### config.mk
export PLATFORM = sky130hd
export DESIGN_NAME = svpwm_duty_calculator
export DESIGN_NICKNAME = d
export VERILOG_FILES = /design/src/rtl/svpwm_pkg.sv /design/src/rtl/svpwm_duty_calculator.sv /design/src/rtl/svpwm_front.sv /design/src/rtl/svpwm_sector.sv /design/src/rtl/svpwm_duty.sv
export SDC_FILE = /design/constraint.sdc
export NUM_CORES = 2
export LEC_CHECK = 0
export CORE_ASPECT_RATIO = 0.9
export CORE_MARGIN = 2
export CORE_UTILIZATION = 57
export CTS_CLUSTER_SIZE = 25
export DETAILED_ROUTE_END_ITERATION = 8
export DONT_BUFFER_PORTS = 1
export HOLD_SLACK_MARGIN = 0.15
export PLACE_DENSITY = 0.77
export SLEW_MARGIN = 40
export SYNTH_ARGS = -nofsm -noshare
export SYNTH_HDL_FRONTEND = slang
export SYNTH_SLANG_ARGS = --single-unit
### constraint.sdc
create_clock -name clk -period 14.6 [get_ports clk]
set_input_delay 0.73 -clock clk [delete_from_list [all_inputs] [get_ports clk]]
set_output_delay 0.73 -clock clk [all_outputs]
set_load 0.01 [all_outputs]
### src/rtl/svpwm_pkg.sv
// Shared types and fixed-point constants for the space-vector PWM duty calculator.
// Used by every module of the block except svpwm_checker; depends on nothing else.
`default_nettype none

package svpwm_pkg;

	// Default sample width of the alpha/beta inputs and duty outputs.
	localparam int SAMPLE_WIDTH_DEF = 16;

	// Internal widths: Q30 operands, full product, active times, Q31 duties.
	localparam int QW = 32;
	localparam int PW = 62;
	localparam int TW = 34;
	localparam int DW = 36;

	// 1/sqrt(3) in Q30; 2/sqrt(3) is exactly twice this value.
	localparam logic signed [QW-1:0] INV_SQRT3_Q30 = 32'sd619925131;

	// Rounding offsets for shifts by 30 and 29, ties away from zero.
	localparam logic signed [PW-1:0] RND30   = 62'sd536870912;
	localparam logic signed [PW-1:0] RND30_N = 62'sd536870911;
	localparam logic signed [PW-1:0] RND29   = 62'sd268435456;
	localparam logic signed [PW-1:0] RND29_N = 62'sd268435455;

	// One in Q30 (start of the duty chain) and one in Q31 (duty limit).
	localparam logic signed [DW-1:0] ONE_Q30 = 36'sd1073741824;
	localparam logic signed [DW-1:0] ONE_Q31 = 36'sd2147483648;

	// Sector codes; zero marks an invalid result.
	typedef enum logic [2:0] {
		SECTOR_NONE = 3'd0,
		SECTOR_1    = 3'd1,
		SECTOR_2    = 3'd2,
		SECTOR_3    = 3'd3,
		SECTOR_4    = 3'd4,
		SECTOR_5    = 3'd5,
		SECTOR_6    = 3'd6
	} sector_t;

	// Front end result: Q30 alpha, rounded beta products, sign of beta.
	typedef struct packed {
		logic signed [QW-1:0] a;
		logic signed [QW-1:0] kb;
		logic signed [QW-1:0] k2b;
		logic                 b_neg;
	} front_t;

	// Sector stage result: sector, first duty and the two ordered addends.
	typedef struct packed {
		sector_t              sector;
		logic signed [DW-1:0] p0;
		logic signed [TW-1:0] d1;
		logic signed [TW-1:0] d2;
	} sect_t;

endpackage

`default_nettype wire

### src/rtl/svpwm_duty_calculator.sv
// Space-vector PWM duty calculator, center aligned, seven register stages.
// A request accepted at a clock edge passes stages 1 to 7 in order and shows done
// with its result once it reaches the output registers of stage 7.
// One request per cycle is taken indefinitely; busy stays low, the receiver cannot stall.
// The asynchronous reset clears all stage valid bits; requests in flight are dropped.
// Depends on svpwm_pkg, svpwm_front, svpwm_sector and svpwm_duty.
`default_nettype none

module svpwm_duty_calculator #(
	parameter int SAMPLE_WIDTH = svpwm_pkg::SAMPLE_WIDTH_DEF
) (
	input  wire logic                           clk,
	input  wire logic                           arst_n,
	input  wire logic                           start,
	output logic                                busy,
	input  wire logic signed [SAMPLE_WIDTH-1:0] alpha_voltage,
	input  wire logic signed [SAMPLE_WIDTH-1:0] beta_voltage,
	output logic                                done,
	output logic [SAMPLE_WIDTH-1:0]             duty_phase_a,
	output logic [SAMPLE_WIDTH-1:0]             duty_phase_b,
	output logic [SAMPLE_WIDTH-1:0]             duty_phase_c,
	output logic [2:0]                          sector_number,
	output logic                                result_valid
);

	logic              front_vld;
	svpwm_pkg::front_t front_data;
	logic              sect_vld;
	svpwm_pkg::sect_t  sect_data;

	// The pipeline never holds a request back.
	assign busy = 1'b0;

	// Conversion, multiplication and rounding.
	svpwm_front #(
		.SAMPLE_WIDTH (SAMPLE_WIDTH)
	) u_front (
		.clk      (clk),
		.arst_n   (arst_n),
		.in_vld   (start),
		.alpha_in (alpha_voltage),
		.beta_in  (beta_voltage),
		.out_vld  (front_vld),
		.out_data (front_data)
	);

	// Sector and active times.
	svpwm_sector u_sector (
		.clk      (clk),
		.arst_n   (arst_n),
		.in_vld   (front_vld),
		.in_data  (front_data),
		.out_vld  (sect_vld),
		.out_data (sect_data)
	);

	// Phase duties and output registers.
	svpwm_duty #(
		.SAMPLE_WIDTH (SAMPLE_WIDTH)
	) u_duty (
		.clk     (clk),
		.arst_n  (arst_n),
		.in_vld  (sect_vld),
		.in_data (sect_data),
		.out_vld (done),
		.duty_a  (duty_phase_a),
		.duty_b  (duty_phase_b),
		.duty_c  (duty_phase_c),
		.sector  (sector_number),
		.ok      (result_valid)
	);

endmodule

`default_nettype wire

### src/rtl/svpwm_front.sv
// Front end: input conversion to Q30, beta times 1/sqrt(3), product rounding.
// Three pipeline stages; uses svpwm_pkg.
`default_nettype none

module svpwm_front #(
	parameter int SAMPLE_WIDTH = svpwm_pkg::SAMPLE_WIDTH_DEF
) (
	input  wire logic                           clk,
	input  wire logic                           arst_n,
	input  wire logic                           in_vld,
	input  wire logic signed [SAMPLE_WIDTH-1:0] alpha_in,
	input  wire logic signed [SAMPLE_WIDTH-1:0] beta_in,
	output logic                                out_vld,
	output svpwm_pkg::front_t                   out_data
);

	localparam int SH = (SAMPLE_WIDTH <= 31) ? 31 - SAMPLE_WIDTH : 0;

	logic signed [32:0]                   ext_a;
	logic signed [32:0]                   ext_b;
	logic signed [svpwm_pkg::QW-1:0]      a_conv;
	logic signed [svpwm_pkg::QW-1:0]      b_conv;
	logic                                 vld_s1;
	logic signed [svpwm_pkg::QW-1:0]      a_s1;
	logic signed [svpwm_pkg::QW-1:0]      b_s1;
	logic signed [2*svpwm_pkg::QW-1:0]    prod_full;
	logic                                 vld_s2;
	logic signed [svpwm_pkg::PW-1:0]      prod_s2;
	logic signed [svpwm_pkg::QW-1:0]      a_s2;
	logic                                 bneg_s2;
	logic signed [svpwm_pkg::PW-1:0]      kb_sum;
	logic signed [svpwm_pkg::PW-1:0]      k2b_sum;
	logic                                 vld_s3;
	svpwm_pkg::front_t                    data_s3;

	// Bring both samples to Q30; the widest sample width drops one bit, rounded.
	always_comb begin
		ext_a = 33'(alpha_in);
		ext_b = 33'(beta_in);
		if (SAMPLE_WIDTH <= 31) begin
			a_conv = svpwm_pkg::QW'(ext_a <<< SH);
			b_conv = svpwm_pkg::QW'(ext_b <<< SH);
		end else begin
			a_conv = svpwm_pkg::QW'((ext_a + $signed({32'd0, ~ext_a[32]})) >>> 1);
			b_conv = svpwm_pkg::QW'((ext_b + $signed({32'd0, ~ext_b[32]})) >>> 1);
		end
	end

	// Stage 1 captures the converted request.
	always_ff @(posedge clk or negedge arst_n) begin
		if (!arst_n) begin
			vld_s1 <= 1'b0;
		end else begin
			vld_s1 <= in_vld;
		end
	end

	always_ff @(posedge clk) begin
		a_s1 <= a_conv;
		b_s1 <= b_conv;
	end

	// Stage 2 holds the single multiplication beta * 1/sqrt(3).
	assign prod_full = b_s1 * svpwm_pkg::INV_SQRT3_Q30;

	always_ff @(posedge clk or negedge arst_n) begin
		if (!arst_n) begin
			vld_s2 <= 1'b0;
		end else begin
			vld_s2 <= vld_s1;
		end
	end

	always_ff @(posedge clk) begin
		prod_s2 <= prod_full[svpwm_pkg::PW-1:0];
		a_s2    <= a_s1;
		bneg_s2 <= b_s1[svpwm_pkg::QW-1];
	end

	// Round the product to Q30 for kb and to Q31 for k2b, ties away from zero.
	always_comb begin
		kb_sum  = prod_s2 + (prod_s2[svpwm_pkg::PW-1] ? svpwm_pkg::RND30_N : svpwm_pkg::RND30);
		k2b_sum = prod_s2 + (prod_s2[svpwm_pkg::PW-1] ? svpwm_pkg::RND29_N : svpwm_pkg::RND29);
	end

	always_ff @(posedge clk or negedge arst_n) begin
		if (!arst_n) begin
			vld_s3 <= 1'b0;
		end else begin
			vld_s3 <= vld_s2;
		end
	end

	always_ff @(posedge clk) begin
		data_s3.a     <= a_s2;
		data_s3.kb    <= svpwm_pkg::QW'(kb_sum >>> 30);
		data_s3.k2b   <= svpwm_pkg::QW'(k2b_sum >>> 29);
		data_s3.b_neg <= bneg_s2;
	end

	assign out_vld  = vld_s3;
	assign out_data = data_s3;

endmodule

`default_nettype wire

### src/rtl/svpwm_sector.sv
// Sector selection, active-vector times and the first duty of the chain.
// Two pipeline stages; uses svpwm_pkg.
`default_nettype none

module svpwm_sector (
	input  wire logic              clk,
	input  wire logic              arst_n,
	input  wire logic              in_vld,
	input  svpwm_pkg::front_t      in_data,
	output logic                   out_vld,
	output svpwm_pkg::sect_t       out_data
);

	logic signed [svpwm_pkg::TW-1:0] ax;
	logic signed [svpwm_pkg::TW-1:0] kbx;
	logic signed [svpwm_pkg::TW-1:0] k2bx;
	logic                            a_neg;
	svpwm_pkg::sector_t              sec;
	logic signed [svpwm_pkg::TW-1:0] d1;
	logic signed [svpwm_pkg::TW-1:0] d2;
	logic                            vld_s4;
	svpwm_pkg::sector_t              sec_s4;
	logic signed [svpwm_pkg::TW-1:0] d1_s4;
	logic signed [svpwm_pkg::TW-1:0] d2_s4;
	logic                            vld_s5;
	svpwm_pkg::sect_t                data_s5;

	// Pick the sector from the quadrant and the alpha against beta/sqrt(3) test.
	always_comb begin
		ax    = svpwm_pkg::TW'(in_data.a);
		kbx   = svpwm_pkg::TW'(in_data.kb);
		k2bx  = svpwm_pkg::TW'(in_data.k2b);
		a_neg = in_data.a[svpwm_pkg::QW-1];
		if (!in_data.b_neg) begin
			if (!a_neg) begin
				sec = (kbx > ax) ? svpwm_pkg::SECTOR_2 : svpwm_pkg::SECTOR_1;
			end else begin
				sec = (-kbx > ax) ? svpwm_pkg::SECTOR_3 : svpwm_pkg::SECTOR_2;
			end
		end else begin
			if (!a_neg) begin
				sec = (-kbx > ax) ? svpwm_pkg::SECTOR_5 : svpwm_pkg::SECTOR_6;
			end else begin
				sec = (kbx > ax) ? svpwm_pkg::SECTOR_4 : svpwm_pkg::SECTOR_5;
			end
		end
	end

	// Active times, ordered as the duty chain adds them in each sector.
	always_comb begin
		unique case (sec)
			svpwm_pkg::SECTOR_1: begin
				d1 = ax - kbx;
				d2 = k2bx;
			end
			svpwm_pkg::SECTOR_2: begin
				d1 = kbx - ax;
				d2 = ax + kbx;
			end
			svpwm_pkg::SECTOR_3: begin
				d1 = k2bx;
				d2 = -ax - kbx;
			end
			svpwm_pkg::SECTOR_4: begin
				d1 = -k2bx;
				d2 = kbx - ax;
			end
			svpwm_pkg::SECTOR_5: begin
				d1 = -ax - kbx;
				d2 = ax - kbx;
			end
			svpwm_pkg::SECTOR_6: begin
				d1 = ax + kbx;
				d2 = -k2bx;
			end
			default: begin
				d1 = '0;
				d2 = '0;
			end
		endcase
	end

	always_ff @(posedge clk or negedge arst_n) begin
		if (!arst_n) begin
			vld_s4 <= 1'b0;
		end else begin
			vld_s4 <= in_vld;
		end
	end

	always_ff @(posedge clk) begin
		sec_s4 <= sec;
		d1_s4  <= d1;
		d2_s4  <= d2;
	end

	// The first duty takes half the zero-vector time.
	always_ff @(posedge clk or negedge arst_n) begin
		if (!arst_n) begin
			vld_s5 <= 1'b0;
		end else begin
			vld_s5 <= vld_s4;
		end
	end

	always_ff @(posedge clk) begin
		data_s5.sector <= sec_s4;
		data_s5.p0     <= svpwm_pkg::ONE_Q30 - svpwm_pkg::DW'(d1_s4)
			- svpwm_pkg::DW'(d2_s4);
		data_s5.d1     <= d1_s4;
		data_s5.d2     <= d2_s4;
	end

	assign out_vld  = vld_s5;
	assign out_data = data_s5;

endmodule

`default_nettype wire

### src/rtl/svpwm_duty.sv
// Remaining duties, phase assignment, range check and output rounding.
// Two pipeline stages ending in the output registers; uses svpwm_pkg.
`default_nettype none

module svpwm_duty #(
	parameter int SAMPLE_WIDTH = svpwm_pkg::SAMPLE_WIDTH_DEF
) (
	input  wire logic                    clk,
	input  wire logic                    arst_n,
	input  wire logic                    in_vld,
	input  svpwm_pkg::sect_t             in_data,
	output logic                         out_vld,
	output logic [SAMPLE_WIDTH-1:0]      duty_a,
	output logic [SAMPLE_WIDTH-1:0]      duty_b,
	output logic [SAMPLE_WIDTH-1:0]      duty_c,
	output logic [2:0]                   sector,
	output logic                         ok
);

	localparam int OS   = 32 - SAMPLE_WIDTH;
	localparam int OSM1 = (OS > 0) ? OS - 1 : 0;
	localparam logic signed [svpwm_pkg::DW-1:0] OHALF =
		(OS > 0) ? (svpwm_pkg::DW'(1) <<< OSM1) : '0;

	logic signed [svpwm_pkg::DW-1:0] p1;
	logic signed [svpwm_pkg::DW-1:0] p2;
	logic signed [svpwm_pkg::DW-1:0] pa;
	logic signed [svpwm_pkg::DW-1:0] pb;
	logic signed [svpwm_pkg::DW-1:0] pc;
	logic                            vld_s6;
	svpwm_pkg::sector_t              sec_s6;
	logic signed [svpwm_pkg::DW-1:0] pa_s6;
	logic signed [svpwm_pkg::DW-1:0] pb_s6;
	logic signed [svpwm_pkg::DW-1:0] pc_s6;
	logic                            in_range;
	logic                            vld_s7;
	logic [SAMPLE_WIDTH-1:0]         duty_a_s7;
	logic [SAMPLE_WIDTH-1:0]         duty_b_s7;
	logic [SAMPLE_WIDTH-1:0]         duty_c_s7;
	svpwm_pkg::sector_t              sec_s7;
	logic                            ok_s7;

	// Each later duty adds twice an active time to the one before it.
	always_comb begin
		p1 = in_data.p0 + (svpwm_pkg::DW'(in_data.d1) <<< 1);
		p2 = in_data.p0 + ((svpwm_pkg::DW'(in_data.d1) + svpwm_pkg::DW'(in_data.d2)) <<< 1);
	end

	// Route the three chain values to the phases of this sector.
	always_comb begin
		unique case (in_data.sector)
			svpwm_pkg::SECTOR_1: begin
				pa = in_data.p0; pb = p1;         pc = p2;
			end
			svpwm_pkg::SECTOR_2: begin
				pb = in_data.p0; pa = p1;         pc = p2;
			end
			svpwm_pkg::SECTOR_3: begin
				pb = in_data.p0; pc = p1;         pa = p2;
			end
			svpwm_pkg::SECTOR_4: begin
				pc = in_data.p0; pb = p1;         pa = p2;
			end
			svpwm_pkg::SECTOR_5: begin
				pc = in_data.p0; pa = p1;         pb = p2;
			end
			svpwm_pkg::SECTOR_6: begin
				pa = in_data.p0; pc = p1;         pb = p2;
			end
			default: begin
				pa = '0;         pb = '0;         pc = '0;
			end
		endcase
	end

	always_ff @(posedge clk or negedge arst_n) begin
		if (!arst_n) begin
			vld_s6 <= 1'b0;
		end else begin
			vld_s6 <= in_vld;
		end
	end

	always_ff @(posedge clk) begin
		sec_s6 <= in_data.sector;
		pa_s6  <= pa;
		pb_s6  <= pb;
		pc_s6  <= pc;
	end

	// All duties must lie within zero and one, or the whole result is cleared.
	assign in_range = !pa_s6[svpwm_pkg::DW-1] && (pa_s6 <= svpwm_pkg::ONE_Q31)
		&& !pb_s6[svpwm_pkg::DW-1] && (pb_s6 <= svpwm_pkg::ONE_Q31)
		&& !pc_s6[svpwm_pkg::DW-1] && (pc_s6 <= svpwm_pkg::ONE_Q31);

	// Output registers: round Q31 to the nearest value in the sample format.
	always_ff @(posedge clk or negedge arst_n) begin
		if (!arst_n) begin
			vld_s7 <= 1'b0;
		end else begin
			vld_s7 <= vld_s6;
		end
	end

	always_ff @(posedge clk) begin
		ok_s7 <= in_range;
		if (in_range) begin
			duty_a_s7 <= SAMPLE_WIDTH'((pa_s6 + OHALF) >>> OS);
			duty_b_s7 <= SAMPLE_WIDTH'((pb_s6 + OHALF) >>> OS);
			duty_c_s7 <= SAMPLE_WIDTH'((pc_s6 + OHALF) >>> OS);
			sec_s7    <= sec_s6;
		end else begin
			duty_a_s7 <= '0;
			duty_b_s7 <= '0;
			duty_c_s7 <= '0;
			sec_s7    <= svpwm_pkg::SECTOR_NONE;
		end
	end

	assign out_vld = vld_s7;
	assign duty_a  = duty_a_s7;
	assign duty_b  = duty_b_s7;
	assign duty_c  = duty_c_s7;
	assign sector  = sec_s7;
	assign ok      = ok_s7;

endmodule

`default_nettype wire

After elaboration in Yosys (flattened, before gate mapping)
Cells that the tools add are included.
{"block": "totals", "latch_bits": 0, "mem_bits_rw": 0, "mem_count": 0, "rom_bits": 0, "word_cells": 98, "input_bits": 35, "out_inout_bits": 54, "ff_bits": 525}
{"block": "op_classes", "mux": 14, "n_reduce_logical": 17, "n_shift": 0, "n_eq_ne": 12, "bitwise": 0, "n_lt_le_gt_ge": 5, "multipliers": 1, "div_mod_pow": 0, "n_addsub": 17}
{"operator": "one-hot mux 34 bit (6 select lines)", "count": 2}
{"operator": "one-hot mux 36 bit (3 select lines)", "count": 3}
{"operator": "<= comparator 36 x 33 -> 1 bit, second input constant", "count": 3}
{"operator": "adder 32 x 17 -> 32 bit, second input constant", "count": 3}
{"operator": "negation 32 -> 34 bit", "count": 2}
{"operator": "adder 62 x 31 -> 62 bit", "count": 1}
{"operator": "adder 61 bit", "count": 1}
{"operator": "multiplier 16 x 31 -> 47 bit, second input constant", "count": 1}
{"operator": "adder 36 x 35 -> 36 bit", "count": 1}
{"operator": "adder 36 bit", "count": 1}
{"operator": "subtractor 35 x 34 -> 36 bit", "count": 1}
{"operator": "adder 34 x 34 -> 35 bit", "count": 1}
{"operator": "subtractor 32 x 34 -> 35 bit, first input constant", "count": 1}
{"operator": "greater-than comparator 34 x 31 -> 1 bit", "count": 1}
{"operator": "negation 31 -> 34 bit", "count": 1}
{"operator": "subtractor 34 x 32 -> 34 bit", "count": 1}
{"operator": "adder 31 x 32 -> 33 bit", "count": 1}
{"operator": "subtractor 31 x 32 -> 33 bit", "count": 1}
{"operator": "subtractor 32 x 31 -> 33 bit", "count": 1}
{"operator": "greater-than comparator 32 x 31 -> 1 bit", "count": 1}
{"operator": "two-way mux 30 bit", "count": 1}
{"operator": "two-way mux 29 bit", "count": 1}
{"operator": "equality test 3 bit, second input constant", "count": 6}
{"operator": "OR reduction 2 bit", "count": 9}
{"operator": "7 further kinds", "count": 21}

Depth between registers and ports, before layout
{"block": "logic_depth", "depth_word": 7, "ltp_mapped": 27, "depth_no_buf": 24}

Hierarchy
A second synthesis with hierarchy kept.
{"block": "hier_totals", "hier_cells": 5308, "area_unflattened_um2": 44785.5}
{"module": "svpwm_sector", "n_inst": 1, "cells_each": 2219, "seq_area_each_um2": 3613.5, "area_per_inst_um2": 17598.1}
{"module": "svpwm_front", "n_inst": 1, "cells_each": 1402, "seq_area_each_um2": 3618.5, "area_per_inst_um2": 13889.6}
{"module": "svpwm_duty", "n_inst": 1, "cells_each": 1685, "seq_area_each_um2": 3313.2, "area_per_inst_um2": 13286.5}
{"module": "svpwm_duty_calculator", "n_inst": 1, "cells_each": 2, "seq_area_each_um2": 0.0, "area_per_inst_um2": 11.3}

Worst setup path after synthesis
No wires, ideal clock.
{"block": "synth_path", "path_kind": "register -> register", "start": "reg u_front.b_s1[20] (netlist name)", "end": "reg u_front.prod_s2[60] (netlist name)", "arrival_ns": 6.035, "required_ns": 14.528, "setup_ns": 0.072, "path_stages_with_launch": 20, "path_buffers": 0, "slack_ns": 8.493, "synth_period_minus_slack_ns": 6.107, "cell_sequence": "dfxtp_1 fa_1 inv_1 fa_1 fa_1 inv_1 fa_1 fa_1 fa_1 ha_1 a21o_1 a2111oi_1 a21oi_1 o211ai_1 nand3b_1 a221o_1 a311oi_2 o21ai_1 a31oi_1 xnor2_1"}
{"block": "synth_via", "elab_chain_len": 1}
{"item": "from (decl)", "line_no": "svpwm_front.sv:25", "source": "logic signed [svpwm_pkg::QW-1:0] b_s1;"}
{"item": "from (signal assigned)", "line_no": "svpwm_front.sv:60", "source": "b_s1 <= b_conv;"}
{"item": "multiplier 16 x 31 -> 47 bit", "line_no": "svpwm_front.sv:64", "source": "assign prod_full = b_s1 * svpwm_pkg::INV_SQRT3_Q30;"}
{"item": "via u_front.prod_full, one bit", "line_no": "svpwm_front.sv:26", "source": "logic signed [2*svpwm_pkg::QW-1:0] prod_full;"}
{"item": "to (signal assigned)", "line_no": "svpwm_front.sv:75", "source": "prod_s2 <= prod_full[svpwm_pkg::PW-1:0];"}
{"item": "to (decl)", "line_no": "svpwm_front.sv:28", "source": "logic signed [svpwm_pkg::PW-1:0] prod_s2;"}
The timed path passes the listed nets, and every way through them passes these cells.
A chain may end at the register's enable or synchronous reset.

Worst setup path in the final report
{"block": "layout_path", "start": "reg u_front.data_s3 (netlist bit u_front.out_data[37])", "end": "reg u_sector.d1_s4[1] (netlist name)"}
{"block": "layout_via", "elab_chain_len": 7, "elab_cells_between_ends": 17, "cone_classes": "1 x add/sub; 2 x order compare; 6 x eq/ne; 8 x mux"}
{"item": "from (decl)", "line_no": "svpwm_front.sv:34", "source": "svpwm_pkg::front_t data_s3;"}
{"item": "negation 32 -> 34 bit", "line_no": "svpwm_sector.sv:38, svpwm_sector.sv:42"}
{"item": "greater-than comparator 34 x 31 -> 1 bit", "line_no": "svpwm_sector.sv:38, svpwm_sector.sv:42"}
{"item": "two-way mux 1 bit / two-way mux 2 bit (equally long branches)", "line_no": "svpwm_sector.sv:38, svpwm_sector.sv:42"}
{"item": "two-way mux 2 bit (on tied branches)", "line_no": "svpwm_sector.sv:35, svpwm_sector.sv:41"}
{"item": "two-way mux 3 bit (*)", "line_no": "svpwm_sector.sv:34", "source": "if (!in_data.b_neg) begin"}
{"item": "equality test 3 bit (tied with other cells)", "line_no": "svpwm_sector.sv:51", "source": "unique case (sec)"}
{"item": "one-hot mux 34 bit (6 select lines) (*)", "line_no": "svpwm_sector.sv:51"}
{"item": "via u_sector.d1, one bit", "line_no": "svpwm_sector.sv:19", "source": "logic signed [svpwm_pkg::TW-1:0] d1;"}
{"item": "to (signal assigned)", "line_no": "svpwm_sector.sv:93", "source": "d1_s4 <= d1;"}
{"item": "to (decl)", "line_no": "svpwm_sector.sv:23", "source": "logic signed [svpwm_pkg::TW-1:0] d1_s4;"}
Mark *: on every way through the listed nets, which the timed path passes. The rest lies on a longest branch.

==> implementation parameters <==
Parameter                              Value

Synthesis
  Library cell occupying the most area in the post-synthesis netlist    sky130_fd_sc_hd__dfxtp_1
  Post-synth EDFFs    0
  Mean Syn Cell Area    8.70 µm²
  Cell types with the highest counts after synthesis    sky130_fd_sc_hd__dfxtp_1, sky130_fd_sc_hd__ha_1, sky130_fd_sc_hd__inv_1, sky130_fd_sc_hd__a21oi_1, sky130_fd_sc_hd__nor2_1
  Total number of yosys warnings    0
  Number of standard cells after synthesis    4,639
  Proportion of register bits with asynchronous set or reset after synthesis    1.33%
  Mapped cell area    40,400 µm²
  Cell types occupying the most area after synthesis    sky130_fd_sc_hd__dfxtp_1, sky130_fd_sc_hd__ha_1, sky130_fd_sc_hd__fa_1
  Main flop type after synthesis    sky130_fd_sc_hd__dfxtp_1
  Count leader, synth    sky130_fd_sc_hd__dfxtp_1
  Cell variety after synth    120
  Net count after synthesis    5,347
  Sequential element share of the synthesized area    26.1%
  Seq cells post-synth    525
  Fraction of post-synthesis cell area in the top cell type by area    25.7%

Global route
  Maximum number of pins on one net before global-route repair    92
  Number of global-route vias before repair    31,797
  Met3 layer usage reported by global route    3.65%
  Global-route track usage on met2    45.3%
  Initial antenna violation count    0
  Fraction of met1 tracks used by global routing    38.3%
  Sum of overflow across all layers after global routing    0
  Grt peak-use layer    met2
  Global-route wire length before repair    169 mm
  Global-route usage over all layers    28.3%

Routing
  Total length of routed wires    105 mm
  Via count    33,454
  Via count normalized by instance count    6.01
  Routed WL per cell    18.8 µm
  Iteration-0 DRC Markers    3,301
  Number of search-and-repair iterations in the first detailed-routing pass    6
  Post-detailed-route count of antenna-violating nets    0
  Post-detailed-route DRC marker count    0

Critical path
  Crit path max-delay family    simple AND/OR/NAND/NOR gates
  Endpoint type of the worst setup path    register
  Cells along the critical path    inv_1 -> ha_1 -> nor4b_4 -> and3_1 -> and2_1 -> nand3_2 -> or4_1 -> nor4_1 -> nand2_1 -> xnor2_1 -> ha_1 -> nand3_1 -> or3_1 -> nor3_1 -> and4b_1 -> o221ai_1 -> o221ai_4 -> nand2_1 -> nand2_1 -> buf_4 -> nand2_1 -> a222oi_1 -> o21ai_0
  Setup CP Type    register to register
  Terminus of the critical flop-to-flop path    u_sector.d1_s4[1]
  Buffers plus inverters on the worst setup path    2
  Data arrival, critical path    7560 ps
  RR Startpoint    u_front.out_data[37]
  Reg2reg setup slack    7540 ps
  Crit Path Max Fanout    35
  Delay of the slowest cell on the worst path    610 ps
  Kind of start point of the critical path    register
  Cell with the biggest individual delay on the critical path    sky130_fd_sc_hd__or4_1
  WP data required    15,110 ps
  Most repeated library cell on the critical path    sky130_fd_sc_hd__nand2_1
  Number of cells on the worst reg-to-reg path    23

Hold path
  Hold path depth    0
  Worst Hold Class    register to register
  Hold path start    u_sector.d1_s4[17]
  Endpoint, Worst Hold    u_sector.out_data[51]

Cells and area
  Filler instances    5,960
  Layout Area Growth over Synthesis    7.25%
  Layout cell share with drive strength beyond 1    4.94%
  Number of antenna repair diodes    0
  Number of nets at the end of the flow    5,300

Timing
  Peak clock frequency supported by timing    0.142 GHz
  Setup repair after global routing missed its margin    false
  Final worst path period share    48.3%
  Measured slew at the worst slew-check pin    862 ps
  Final clock skew    50.3 ps
  Sum of negative setup slack    0 ps
  Max Transition Viols Final    0
  Hold Vio Cnt, Final    0
  Count of endpoints failing setup in the final report    0
  Final period demand of the worst path    7060 ps
  Relative max-transition margin    42.3%

CTS
  Clock tree from TritonCTS    yes
  Clock latency of the later-clocked register in the worst-skew pair    650 ps
  Post_cts resized    0
  Number of buffers inserted for hold repair after clock tree synthesis    34
  Number of H-tree levels    2
  Buffers inserted by post-CTS timing repair    0
  Clock Pin Slew Worst Setup and Hold Paths    60 ps
  Clock sink count    525
  Number of buffers inserted during clock tree synthesis    55
  Master cell of the clock root buffer    sky130_fd_sc_hd__clkbuf_16
  Maximum buffer depth of the clock tree    3

Floorplanning
  Effective utilization at floorplan    57.6%
  Placeable core region    70,100 µm²
  Cell row count    92
  Vertical die dimension    257 µm
  Die outline area    73,000 µm²
  Die Span X    285 µm
  Total I/O pin count    89

Run
  Maximum Capacitance Violations    0

Placement
  Post-DP HPWL    84.0 mm
  Total of buffers placed on input and output ports    0
  Last weighted congestion value of the routability-driven placer    0.962

Status
  Result of the run    finished clean
per-layer routing:
metal  wire length (µm)  share of wire (%)
met1              46200                 44
met2              46500                 44
met3               7360                7.0
met4               4860                4.6
met5                  0                  0
registers in the layout, summed over array words and instances (netlist names), 3 cells and up:
| signal | count |
|---|---|
| u_duty.duty_a | 16 |
| u_duty.duty_b | 16 |
| u_duty.duty_c | 16 |
| u_duty.pa_s6 | 36 |
| u_duty.pb_s6 | 36 |
| u_duty.pc_s6 | 36 |
| u_duty.sec_s6 | 3 |
| u_duty.sector | 3 |
| u_front.a_s1 | 16 |
| u_front.a_s2 | 16 |
| u_front.b_s1 | 16 |
| u_front.out_data | 81 |
| u_front.prod_s2 | 47 |
| u_sector.d1_s4 | 34 |
| u_sector.d2_s4 | 34 |
| u_sector.out_data | 107 |
| u_sector.sec_s4 | 3 |
stage by stage:
stage | std cells | cell area [µm²] | hold slack, ps | utilization [%] | setup slack (ps)
2_1_floorplan | 4639 | 40400 | 310 | - | 8490
3_3_place_gp | 5441 | 41000 | 310 | 58.6 | 7840
3_5_place_dp | 5441 | 41100 | 312 | 58.6 | 7650
4_1_cts | 5571 | 43300 | 290 | 61.7 | 7620
5_1_grt | 5571 | 43300 | 294 | 61.8 | 7160
6_report | 5571 | 43300 | 302 | 61.8 | 7540
worst max-delay path by stage:
stage	start	endpoint	slack, ps	cells after the start
after floorplan	u_front.b_s1[20]	u_front.prod_s2[60]	8490	19
final	u_front.out_data[37]	u_sector.d1_s4[1]	7540	23
after detailed placement	u_front.out_data[37]	u_sector.d1_s4[1]	7650	23
after CTS	u_front.out_data[37]	u_sector.d2_s4[11]	7620	23
after global placement	u_front.b_s1[20]	u_front.prod_s2[60]	7840	19
after global routing	u_front.out_data[37]	u_sector.d2_s4[8]	7160	23
area by class of cell:
class	instances	area [µm²]	area share, %
Clock buffer	72	1520	3.51
Clock inverter	24	369	0.852
Inverter	490	1840	4.25
Multi-Input combinational cell	3461	27300	63.1
Sequential cell	525	10600	24.4
Tap cell	940	1180	2.72
Timing Repair Buffer	59	532	1.23
kinds of logic (layout without fill, tap and decap cells):
group	Yosys count	count (layout)	share of synthesized area, %
multiplexers	36	36	1.60
buffers and inverters	653	645	6.32
AO/OA/AOI/OAI	1215	1215	20.2
other	1	1	0.00929
adder cells (fa/ha/maj)	673	673	23.8
XOR/XNOR	356	356	7.72
flip-flops	525	525	26.1
AND/OR/NAND/NOR	1180	1180	14.2
placed cells by master, fill, tap and decap left out, types with 26 or more instances in the layout:
cell type / synthesis / routed
sky130_fd_sc_hd__a211oi_1: 39 / 39
sky130_fd_sc_hd__a221o_1: 30 / 30
sky130_fd_sc_hd__dfxtp_1: 518 / 515
sky130_fd_sc_hd__nor2b_1: 29 / 29
sky130_fd_sc_hd__ha_1: 516 / 516
sky130_fd_sc_hd__a22oi_1: 26 / 26
sky130_fd_sc_hd__nand2b_1: 39 / 39
sky130_fd_sc_hd__o21a_1: 39 / 39
sky130_fd_sc_hd__nor4_1: 39 / 39
sky130_fd_sc_hd__o21bai_1: 51 / 51
sky130_fd_sc_hd__inv_1: 485 / 484
sky130_fd_sc_hd__nand2_1: 304 / 304
sky130_fd_sc_hd__clkbuf_16: 0 / 56
sky130_fd_sc_hd__o21ai_0: 227 / 227
sky130_fd_sc_hd__nand4_1: 51 / 51
sky130_fd_sc_hd__and3_1: 47 / 47
sky130_fd_sc_hd__dlygate4sd3_1: 0 / 34
sky130_fd_sc_hd__a21oi_1: 323 / 323
sky130_fd_sc_hd__o211ai_1: 36 / 36
sky130_fd_sc_hd__xor2_1: 86 / 86
sky130_fd_sc_hd__and2_1: 68 / 68
sky130_fd_sc_hd__xnor2_1: 270 / 270
sky130_fd_sc_hd__a31oi_1: 40 / 40
sky130_fd_sc_hd__nand3_1: 116 / 116
sky130_fd_sc_hd__nor3_1: 82 / 81
sky130_fd_sc_hd__nor2_1: 308 / 306
sky130_fd_sc_hd__a221oi_1: 35 / 35
sky130_fd_sc_hd__fa_1: 157 / 157
sky130_fd_sc_hd__a21o_1: 124 / 124
Power is not shown: default switching activity piles up to over one toggle a cycle in this logic, so the estimate is an artifact.
